`src/hdl/llpt_pkg.sv`:
```
// ----------------------------------------------------------------------------
// llpt_pkg
// shared types and constants for the least loaded peer table
// ----------------------------------------------------------------------------
package llpt_pkg;

	parameter int TABLE_ENTRIES = 16;

	localparam int IDX_W = (TABLE_ENTRIES > 1) ? $clog2(TABLE_ENTRIES) : 1;
	localparam int CNT_W = $clog2(TABLE_ENTRIES + 1);

	localparam logic [CNT_W-1:0] TABLE_FULL = CNT_W'(TABLE_ENTRIES);
	localparam logic [6:0]       LOAD_LIMIT = 7'd101;

	typedef enum logic [0:0] {
		REQ_REPORT = 1'b0,
		REQ_PICK   = 1'b1
	} req_kind_t;

	typedef enum logic [2:0] {
		ST_UPDATED  = 3'd0,
		ST_INSERTED = 3'd1,
		ST_DROPPED  = 3'd2,
		ST_NONE     = 3'd3,
		ST_FOUND    = 3'd4
	} status_t;

	typedef struct packed {
		req_kind_t   req_type;
		logic [31:0] peer_ip;
		logic [15:0] peer_port;
		logic [6:0]  peer_load;
	} req_word_t;

	typedef struct packed {
		status_t     status;
		logic [31:0] target_addr;
		logic [15:0] chosen_port;
		logic [6:0]  target_load;
	} rsp_word_t;

	typedef struct packed {
		logic [31:0] addr;
		logic [15:0] port;
		logic [6:0]  load;
	} entry_t;

endpackage

```
`src/hdl/least_loaded_peer_table_core.sv`:
```
// ----------------------------------------------------------------------------
// least_loaded_peer_table_core
// peer table with load reports and least loaded pick, walked one entry a cycle
// ----------------------------------------------------------------------------
// channel | handshake           | word       | carries
// req     | req_valid/req_stall | req        | load report or pick request
// rsp     | rsp_valid/rsp_stall | rsp        | status and chosen peer
//
// an item runs through scan, resolve and finish before the next acceptance; the
// scan walks the stored entries and is skipped with an empty table; the walk reads
// one entry a cycle through the single read port of the table ram
// req_stall is high from acceptance until the result is in the output register
// a stalled result does not block the next acceptance, but that next item
// waits in its last state until the output register drains; reset clears the count
// ----------------------------------------------------------------------------
module least_loaded_peer_table_core (
	input  logic                clk,
	input  logic                arst_n,
	input  logic                req_valid,
	output logic                req_stall,
	input  llpt_pkg::req_word_t req,
	output logic                rsp_valid,
	input  logic                rsp_stall,
	output llpt_pkg::rsp_word_t rsp
);

	typedef enum logic [1:0] {
		IDLE,
		SCAN,
		RESOLVE,
		FINISH
	} state_t;

	state_t                        state_q;
	llpt_pkg::req_word_t           req_q;
	logic [llpt_pkg::CNT_W-1:0]    count_q;
	logic [llpt_pkg::IDX_W-1:0]    last_q;
	logic [llpt_pkg::IDX_W-1:0]    iss_idx_q;
	logic                          iss_on_q;
	logic                          chk_vld_s1;
	logic [llpt_pkg::IDX_W-1:0]    chk_idx_s1;
	logic                          found_q;
	logic [llpt_pkg::IDX_W-1:0]    hit_idx_q;
	logic [6:0]                    best_load_q;
	llpt_pkg::entry_t              best_q;
	llpt_pkg::rsp_word_t           res_q;
	logic                          out_valid_q;
	llpt_pkg::rsp_word_t           out_q;

	logic                          accept;
	logic                          rd_en;
	llpt_pkg::entry_t              rd_entry;
	logic                          wr_en;
	logic [llpt_pkg::IDX_W-1:0]    wr_addr;
	llpt_pkg::entry_t              wr_entry;
	logic                          is_match;
	logic                          has_room;
	logic                          out_load;
	llpt_pkg::rsp_word_t           res_d;

	assign accept    = req_valid && !req_stall;
	assign req_stall = (state_q != IDLE);
	assign rsp_valid = out_valid_q;
	assign rsp       = out_q;

	assign rd_en    = (state_q == SCAN) && iss_on_q;
	assign is_match = (rd_entry.addr == req_q.peer_ip) && (rd_entry.port == req_q.peer_port);
	assign has_room = (count_q < llpt_pkg::TABLE_FULL);
	assign out_load = (state_q == FINISH) && (!out_valid_q || !rsp_stall);

	assign wr_entry = '{addr: req_q.peer_ip, port: req_q.peer_port, load: req_q.peer_load};
	assign wr_en    = (state_q == RESOLVE) && (req_q.req_type == llpt_pkg::REQ_REPORT)
			&& (found_q || has_room);
	assign wr_addr  = found_q ? hit_idx_q : count_q[llpt_pkg::IDX_W-1:0];

	always_comb begin
		res_d = '0;
		if (req_q.req_type == llpt_pkg::REQ_REPORT) begin
			if (found_q) begin
				res_d.status = llpt_pkg::ST_UPDATED;
			end else if (has_room) begin
				res_d.status = llpt_pkg::ST_INSERTED;
			end else begin
				res_d.status = llpt_pkg::ST_DROPPED;
			end
		end else if (found_q) begin
			res_d.status      = llpt_pkg::ST_FOUND;
			res_d.target_addr = best_q.addr;
			res_d.chosen_port = best_q.port;
			res_d.target_load = best_q.load;
		end else begin
			res_d.status = llpt_pkg::ST_NONE;
		end
	end

	llpt_ram #(
		.WIDTH($bits(llpt_pkg::entry_t)),
		.DEPTH(llpt_pkg::TABLE_ENTRIES)
	) u_table (
		.clk     (clk),
		.wr_en   (wr_en),
		.wr_addr (wr_addr),
		.wr_data (wr_entry),
		.rd_en   (rd_en),
		.rd_addr (iss_idx_q),
		.rd_data (rd_entry)
	);

	always_ff @(posedge clk or negedge arst_n) begin
		if (!arst_n) begin
			state_q     <= IDLE;
			req_q       <= '0;
			count_q     <= '0;
			last_q      <= '0;
			iss_idx_q   <= '0;
			iss_on_q    <= 1'b0;
			chk_vld_s1  <= 1'b0;
			chk_idx_s1  <= '0;
			found_q     <= 1'b0;
			hit_idx_q   <= '0;
			best_load_q <= llpt_pkg::LOAD_LIMIT;
			best_q      <= '0;
			res_q       <= '0;
			out_valid_q <= 1'b0;
			out_q       <= '0;
		end else begin
			if (out_load) begin
				out_q       <= res_q;
				out_valid_q <= 1'b1;
			end else if (!rsp_stall) begin
				out_valid_q <= 1'b0;
			end
			chk_vld_s1 <= rd_en;
			chk_idx_s1 <= iss_idx_q;

			case (state_q)
				IDLE: begin
					if (accept) begin
						req_q       <= req;
						found_q     <= 1'b0;
						best_load_q <= llpt_pkg::LOAD_LIMIT;
						iss_idx_q   <= '0;
						last_q      <= llpt_pkg::IDX_W'(count_q - 1'b1);
						if (count_q == '0) begin
							state_q <= RESOLVE;
						end else begin
							iss_on_q <= 1'b1;
							state_q  <= SCAN;
						end
					end
				end
				SCAN: begin
					if (iss_on_q) begin
						if (iss_idx_q == last_q) begin
							iss_on_q <= 1'b0;
						end else begin
							iss_idx_q <= iss_idx_q + 1'b1;
						end
					end
					if (chk_vld_s1) begin
						if (req_q.req_type == llpt_pkg::REQ_REPORT) begin
							if (is_match && !found_q) begin
								found_q   <= 1'b1;
								hit_idx_q <= chk_idx_s1;
							end
						end else if (rd_entry.load < best_load_q) begin
							found_q     <= 1'b1;
							best_load_q <= rd_entry.load;
							best_q      <= rd_entry;
						end
						if (chk_idx_s1 == last_q) begin
							state_q <= RESOLVE;
						end
					end
				end
				RESOLVE: begin
					res_q <= res_d;
					if ((req_q.req_type == llpt_pkg::REQ_REPORT) && !found_q && has_room) begin
						count_q <= count_q + 1'b1;
					end
					state_q <= FINISH;
				end
				FINISH: begin
					if (out_load) begin
						state_q <= IDLE;
					end
				end
				default: begin
					state_q <= IDLE;
				end
			endcase
		end
	end

`ifndef ASSERT_OFF
	a_count_bound: assert property (@(posedge clk) disable iff (!arst_n)
		count_q <= llpt_pkg::TABLE_FULL)
		else $error("entry count above table size");

	a_port_conflict: assert property (@(posedge clk) disable iff (!arst_n)
		!(wr_en && rd_en))
		else $error("table read and write in the same cycle");

	a_busy_after_accept: assert property (@(posedge clk) disable iff (!arst_n)
		accept |=> req_stall)
		else $error("request taken while previous one still in work");

	a_found_eligible: assert property (@(posedge clk) disable iff (!arst_n)
		rsp_valid && (rsp.status == llpt_pkg::ST_FOUND) |-> rsp.target_load < llpt_pkg::LOAD_LIMIT)
		else $error("overloaded peer chosen");

	a_drop_when_full: assert property (@(posedge clk) disable iff (!arst_n)
		rsp_valid && (rsp.status == llpt_pkg::ST_DROPPED) |-> count_q == llpt_pkg::TABLE_FULL)
		else $error("report dropped with room left");

	a_zero_targets: assert property (@(posedge clk) disable iff (!arst_n)
		rsp_valid && (rsp.status != llpt_pkg::ST_FOUND)
		|-> (rsp.target_addr == '0) && (rsp.chosen_port == '0) && (rsp.target_load == '0))
		else $error("target fields set without a found peer");
`endif

endmodule

```
`src/hdl/llpt_ram.sv`:
```
// ----------------------------------------------------------------------------
// llpt_ram
// generic single write port, single read port ram with registered read
// ----------------------------------------------------------------------------
module llpt_ram #(
	parameter int WIDTH = 8,
	parameter int DEPTH = 16
) (
	input  logic                                             clk,
	input  logic                                             wr_en,
	input  logic [((DEPTH > 1) ? $clog2(DEPTH) : 1)-1:0]     wr_addr,
	input  logic [WIDTH-1:0]                                 wr_data,
	input  logic                                             rd_en,
	input  logic [((DEPTH > 1) ? $clog2(DEPTH) : 1)-1:0]     rd_addr,
	output logic [WIDTH-1:0]                                 rd_data
);

	logic [WIDTH-1:0] mem_q [DEPTH];

	always_ff @(posedge clk) begin
		if (wr_en) begin
			mem_q[wr_addr] <= wr_data;
		end
		if (rd_en) begin
			rd_data <= mem_q[rd_addr];
		end
	end

endmodule

```
`config.mk`:
```
export PLATFORM = sky130hd
export DESIGN_NAME = least_loaded_peer_table_core
export DESIGN_NICKNAME = d
export VERILOG_FILES = /design/src/hdl/llpt_pkg.sv /design/src/hdl/least_loaded_peer_table_core.sv /design/src/hdl/llpt_ram.sv
export SDC_FILE = /design/constraint.sdc
export NUM_CORES = 1
export LEC_CHECK = 0
export ABC_CLOCK_PERIOD_IN_PS = 7550
export BUFFER_PORTS_ARGS = -buffer_cell sky130_fd_sc_hd__buf_2
export CORE_UTILIZATION = 55
export DETAILED_ROUTE_END_ITERATION = 12
export PLACE_DENSITY = 0.7
export SYNTH_ARGS = -nofsm -noshare
export SYNTH_HDL_FRONTEND = slang
export SYNTH_HIERARCHICAL = 1
export SYNTH_SLANG_ARGS = --single-unit
```
`constraint.sdc`:
```
create_clock -name clk -period 7.55 [get_ports clk]
set_input_delay 1.51 -clock clk [delete_from_list [all_inputs] [get_ports clk]]
set_output_delay 1.51 -clock clk [all_outputs]
set_load 0.02 [all_outputs]
```
# --- Word level (Yosys, flattened, before mapping) ---
# Memory sizes are Yosys's and may differ from the RTL's. A register that Yosys moved wholly into a read port is not among the register bits.
# Index checks and enable logic that the tools add are counted.
# Widths: inputs -> output; s select.
totals:
  ff_bits: 261
  ramBits: 880
  output_inout_bits: 60
  memories: 1
mem_list:
  columns: ["name", "words", "word_bits", "read_ports", "rd_clocked_by_memory_dff", "write_ports", "line_no", "source"]
  rows:
  - ["u_table.mem_q", 16, 55, 1, 1, 1, "llpt_ram.sv:18", "logic [WIDTH-1:0] mem_q [DEPTH];"]
op_classes:
  magnitude_cmp: 2
  bitwise_logic: 1
  n_reduce_logical: 28
  n_eq_ne: 19
  n_mux: 37
  n_addsub: 3
op_table:
  columns: ["operator", "count"]
  rows:
  - ["$mux 55", 2]
  - ["$eq 32x32->1", 1]
  - ["$mux 7", 4]
  - ["$eq 16x16->1", 1]
  - ["$mux 4", 4]
  - ["$reduce_and 4->1", 4]
  - ["$mux 2", 7]
  - ["$ne 2x2->1 const B", 7]
  - ["$pmux 7 s2", 1]
  - ["$mux 1", 13]
  - ["$reduce_and 5->1", 2]
  - ["$logic_and 1x1->1", 9]
  - ["$eq 4x4->1", 2]
  - ["$pmux 2 s4", 1]
  - ["$pmux 4 s2", 1]
  - ["$lt 7x7->1", 1]
  - ["$mux 3", 2]
  - ["$ne 2x1->1 const B", 3]
  - ["$ne 3x2->1 const B", 2]
  - ["$add 5x1->5 const B", 1]
  - ["$logic_not 5->1", 1]
  - ["$lt 5x5->1 const B", 1]
  - ["$add 4x1->4 const B", 1]
  - ["$eq 2x2->1 const B", 2]
  - ["10 further kinds", 17]

# --- Logic depth before layout (Yosys ltp) ---
depth:
  word_depth: 7
  ltp_mapped: 8

# --- Hierarchy ---
# Netlist, hierarchy kept.
modules_own_cells:
  columns: ["module", "n_inst", "area_each_um2", "cells_per_inst"]
  rows:
  - ["llpt_ram", 1, 34571.9, 1419]
  - ["least_loaded_peer_table_core", 1, 10891.7, 756]

# --- Least setup slack after synthesis ---
# Ideal clock, no wire load.
synth_timing:
  path_type: "reg2reg"
  startpoint: "register found_q"
  endpoint: "memory u_table/mem_q[0][0] (netlist name) (enable)"
  t_required_ns: 7.015
  path_buffers: 1
  synth_period_minus_slack_ns: 5.710
  path_slack_ns: 1.840
  path_stages_with_launch: 5
  setup_ns: 0.535
  t_arrival_ns: 5.174
  path_cell_list: "dfrtp_1 -> clkbuf_1 -> mux2_2 -> or3b_1 -> nor3_1"
synth_via:
  elab_cells_between_ends: 5
  classes_between: "mux: 3; reduce/logical: 2"
synth_lines:
  columns: ["item", "line_no", "source"]
  rows:
  - ["start, declared", "least_loaded_peer_table_core.sv:42", "logic found_q;"]
  - ["start signal, assigned", "least_loaded_peer_table_core.sv:119", "found_q <= 1'b0;"]
  - ["start signal, assigned", "least_loaded_peer_table_core.sv:140", "found_q <= 1'b0;"]
  - ["start signal, assigned", "least_loaded_peer_table_core.sv:163", "found_q <= 1'b1;"]
  - ["$mux 4", "least_loaded_peer_table_core.sv:74", "assign wr_addr = found_q ? hit_idx_q : count_q[llpt_pkg::IDX_W-1:0];"]
  - ["net wr_addr, one bit", "least_loaded_peer_table_core.sv:54", "logic [llpt_pkg::IDX_W-1:0] wr_addr;"]
  - ["end, declared", "llpt_ram.sv:18", null]
# The timed path passes the listed nets, and every way through them passes these cells.

# --- Final worst setup path ---
layout_timing:
  startpoint: "register found_q"
  endpoint: "memory u_table/mem_q[10][3] (netlist name) (enable)"
# The elaborated chain is that of the path after synthesis.

==> impl_metrics.ini <==
[outcome]
run_status = completed

[die]
io_pins = 120
dieWidth_um = 290
core_area_um2 = 82000
dieArea_um2 = 83800
die_h_um = 290
start_util_pct = 55.5
num_rows = 105

[worst_setup_path]
startpoint = found_q
worst_setup_path_end_kind = flop
cp-start-kind = flop
cp_max_fo = 28
slowest_delay_ns = 1.00
critPathBufInv = 1
reg2reg_from = found_q
worst_ep_arrival_time_ns = 4.09
path_depth = 4
ff2ff_path_depth = 4
path_cells = o21ai_0 > nand2b_1 > nor2_4 > buf_4
critical_path.top_delay_family = simple AND/OR/NAND/NOR gates
worst-setup-path-type = flop to flop
slowest_stage = nor2_4
cp.required_ns = 7.85

[yosys]
yosys_warnings = 6
syn_avg_cell_area_um2 = 20.9
yosysUniqueCellTypes = 54
seq_area_frac_synth_pct = 76.1
syn-cell-area_um2 = 45500
ys_ff_latch = 1196
synthArstFlopShare_pct = 21.8
synth-edff-count = 935
synth_ff_type = edfxtp_1
syn_nets = 2249
netlist_instances = 2175

[clock_network]
cts_num_sinks = 1196
ctsHtreeMaxLevel = 3
hold_buffers = 0
clk_path_buf_depth = 3
ctsResizeCount = 0
post_cts_buffers = 0
clock_latency_ns = 0.69
cts_root_buf = clkbuf_16
cts_buffers = 115
clk_pin_slew_worst_paths_ns = 0.06
cts_tree = yes

[layout]
diodes = 0
drive_gt1_share_pct = 31.1
finalCoreUtilization_pct = 62.3
final_nets = 2418
area_growth_pct = 12.4

[sta]
rsz0062_at_grt = no
fin_setup_tns_ns = 0
timing.final.crit_share_pct = 50.2
fmax_mhz = 264
setup_violations = 0
period_minus_slack_ns = 3.79
skew_ns = 0.0292
tightest_slew_ns = 1.19
final_max_slew_viol_count = 0
relSlewSlack_pct = 20.6
hold_violations = 0

[drt]
wl_per_cell_um = 28.4
drt_iter0_drc = 2223
firstDrtPassIters = 5
drcViolationCount = 0
vias = 22000
drtAntennaViolNets = 0
drt_wl_total_mm = 99.9
avgViaCountPerCell = 6.26

[power]
vdd.ir_drop.worst_v = 0.000216
swShare_pct = 27.4
power_switching_w = 0.00485
sequentialPowerShare_pct = 54.3
internal_power_w = 0.0128
pwr_density_cell_nw_per_um2 = 346
p_leak_nw = 17.8
power.share.clock_pct = 31.8
pwr-share-comb_pct = 14.0

[placement]
gp_congestion = 0.798
place.detailed.hpwl_mm = 54.7
port_buffers = 119

[global_route]
grtUsageMet1_pct = 35.9
grt_usage_pct = 24.4
grt-ovfl-total = 0
grt_pass1_vias = 22400
antenna_found_initial = 1
grt_use_met3_pct = 3.94
grt-busiest-layer = met2
grt_max_degree = 154
use_met2_pct = 38.8
grt_pass1_wl_mm = 148

[run]
cap_violations = 0

[min_path]
min_path_cells = 1
hold_path_class = flop to flop
hold_path_startpoint = best_q[19]
==> registers in the layout, indices dropped and copies added, names as in the netlist <==
register	cells
best_load_q	7
best_q	55
chk_idx_s1	4
chk_vld_s1	1
count_q	5
found_q	1
hit_idx_q	4
iss_idx_q	4
iss_on_q	1
last_q	4
req_q	56
res_q	58
rsp	58
rsp_valid	1
state_q	2
u_table/mem_q	880
u_table/rd_data	55
==> layout by cell type, fill, tap and decap left out, types with 28 or more instances in the layout <==
cell type  synthesis  routed
edfxtp_1         935     935
dfrtp_1          257     255
mux4_2           220     220
mux2_2           135     135
clkbuf_16          0     122
buf_2             15     118
a22oi_1          113     113
nand2_1           78      77
a22o_1            60      60
mux2_4            40      40
buf_4              1      38
clkbuf_1          60      28
==> through the flow <==
| stage | total power, W | cells | hold WS [ns] | area, um^2 | setup slack, ns |
|---|---|---|---|---|---|
| floorplan | 0.0110 | 2175 | 0.448 | 45500 | 1.84 |
| global placement | 0.0120 | 3297 | 0.458 | 47400 | 4.04 |
| detailed placement | 0.0122 | 3297 | 0.474 | 47400 | 3.88 |
| CTS | 0.0178 | 3517 | 0.482 | 51100 | 3.84 |
| global route | 0.0183 | 3517 | 0.506 | 51100 | 3.60 |
| finish | 0.0177 | 3517 | 0.480 | 51100 | 3.76 |
==> worst reg2reg max path, delay by kind of cell (launching register included) <==
| kind | cells | cell delay [ns] |
|---|---|---|
| flip-flops | 1 | 0.52 |
| AND/OR/NAND/NOR | 2 | 1.44 |
| buffers and inverters | 1 | 0.62 |
| AO/OA/AOI/OAI | 1 | 0.81 |
==> Yosys cell counts (4+ instances only) <==
master | instances | area share (%)
buf_2 | 15 | 0.17
clkbuf_1 | 60 | 0.50
inv_1 | 23 | 0.19
nor2_1 | 16 | 0.13
dfstp_2 | 4 | 0.23
nand2_1 | 78 | 0.64
nor3_1 | 8 | 0.088
nand4_1 | 14 | 0.19
dfrtp_1 | 257 | 14
ha_1 | 14 | 0.39
o21ai_0 | 17 | 0.19
buf_6 | 16 | 0.40
buf_1 | 15 | 0.12
a21oi_1 | 8 | 0.088
a21o_1 | 5 | 0.083
mux4_2 | 220 | 11
xnor2_1 | 27 | 0.52
edfxtp_1 | 935 | 62
nor2b_1 | 10 | 0.14
a22o_1 | 60 | 1.2
a22oi_1 | 113 | 1.9
nand2b_1 | 8 | 0.11
xor2_1 | 22 | 0.42
mux2_4 | 40 | 1.3
nand3_1 | 5 | 0.055
mux2_2 | 135 | 3.3
nor4_1 | 8 | 0.11
o22ai_1 | 6 | 0.083
==> cell families after synthesis <==
kind of cell	count (synthesis)	synth area share [%]
and+or+nand+nor	156	1.62
AOI/OAI and AO/OA	231	3.91
muxes	397	15.6
buffers and inverters	132	1.40
DFF	1196	76.1
xor gates and xnor gates	49	0.944
adders and majority gates	14	0.385
==> routing by layer <==
| layer | wire [um] | up-vias |
|---|---|---|
| li1 | - | 9220 |
| met1 | 41900 | 11800 |
| met2 | 48700 | 890 |
| met3 | 7450 | 141 |
| met4 | 1880 | 2 |
| met5 | 12 | - |
==> worst paths after layout <==
path / endpoint / slack [ns]
worst max-delay path: u_table/mem_q[10][3] / 3.76
worst min-delay path: res_q[19] / 0.48
worst max register to register: u_table/mem_q[10][3] / 3.76
worst min register to register: res_q[19] / 0.48
max in group asynchronous: res_q[35] / 5.58
min in group asynchronous: best_q[4] / 0.76
==> final cells by class <==
type / count / area [um^2]
inverters: 25 / 93.8
repair buffers: 159 / 931
clock buffers: 161 / 3310
multi-input cells: 847 / 10400
well taps: 1070 / 1340
clock inverters: 59 / 445
fillers: 5665 / 30900
flip-flops and latches: 1196 / 34600
==> power by group through the flow <==
| stage | Combinational, W | Clock (W) | Sequential (W) |
|---|---|---|---|
| floorplan | 0.00180 | 0 | 0.00922 |
| global placement | 0.00241 | 0 | 0.00963 |
| detailed placement | 0.00247 | 0 | 0.00974 |
| CTS | 0.00248 | 0.00572 | 0.00960 |
| global route | 0.00264 | 0.00598 | 0.00972 |
| finish | 0.00246 | 0.00562 | 0.00958 |
Note: power is estimated with default switching activity, not from simulation.
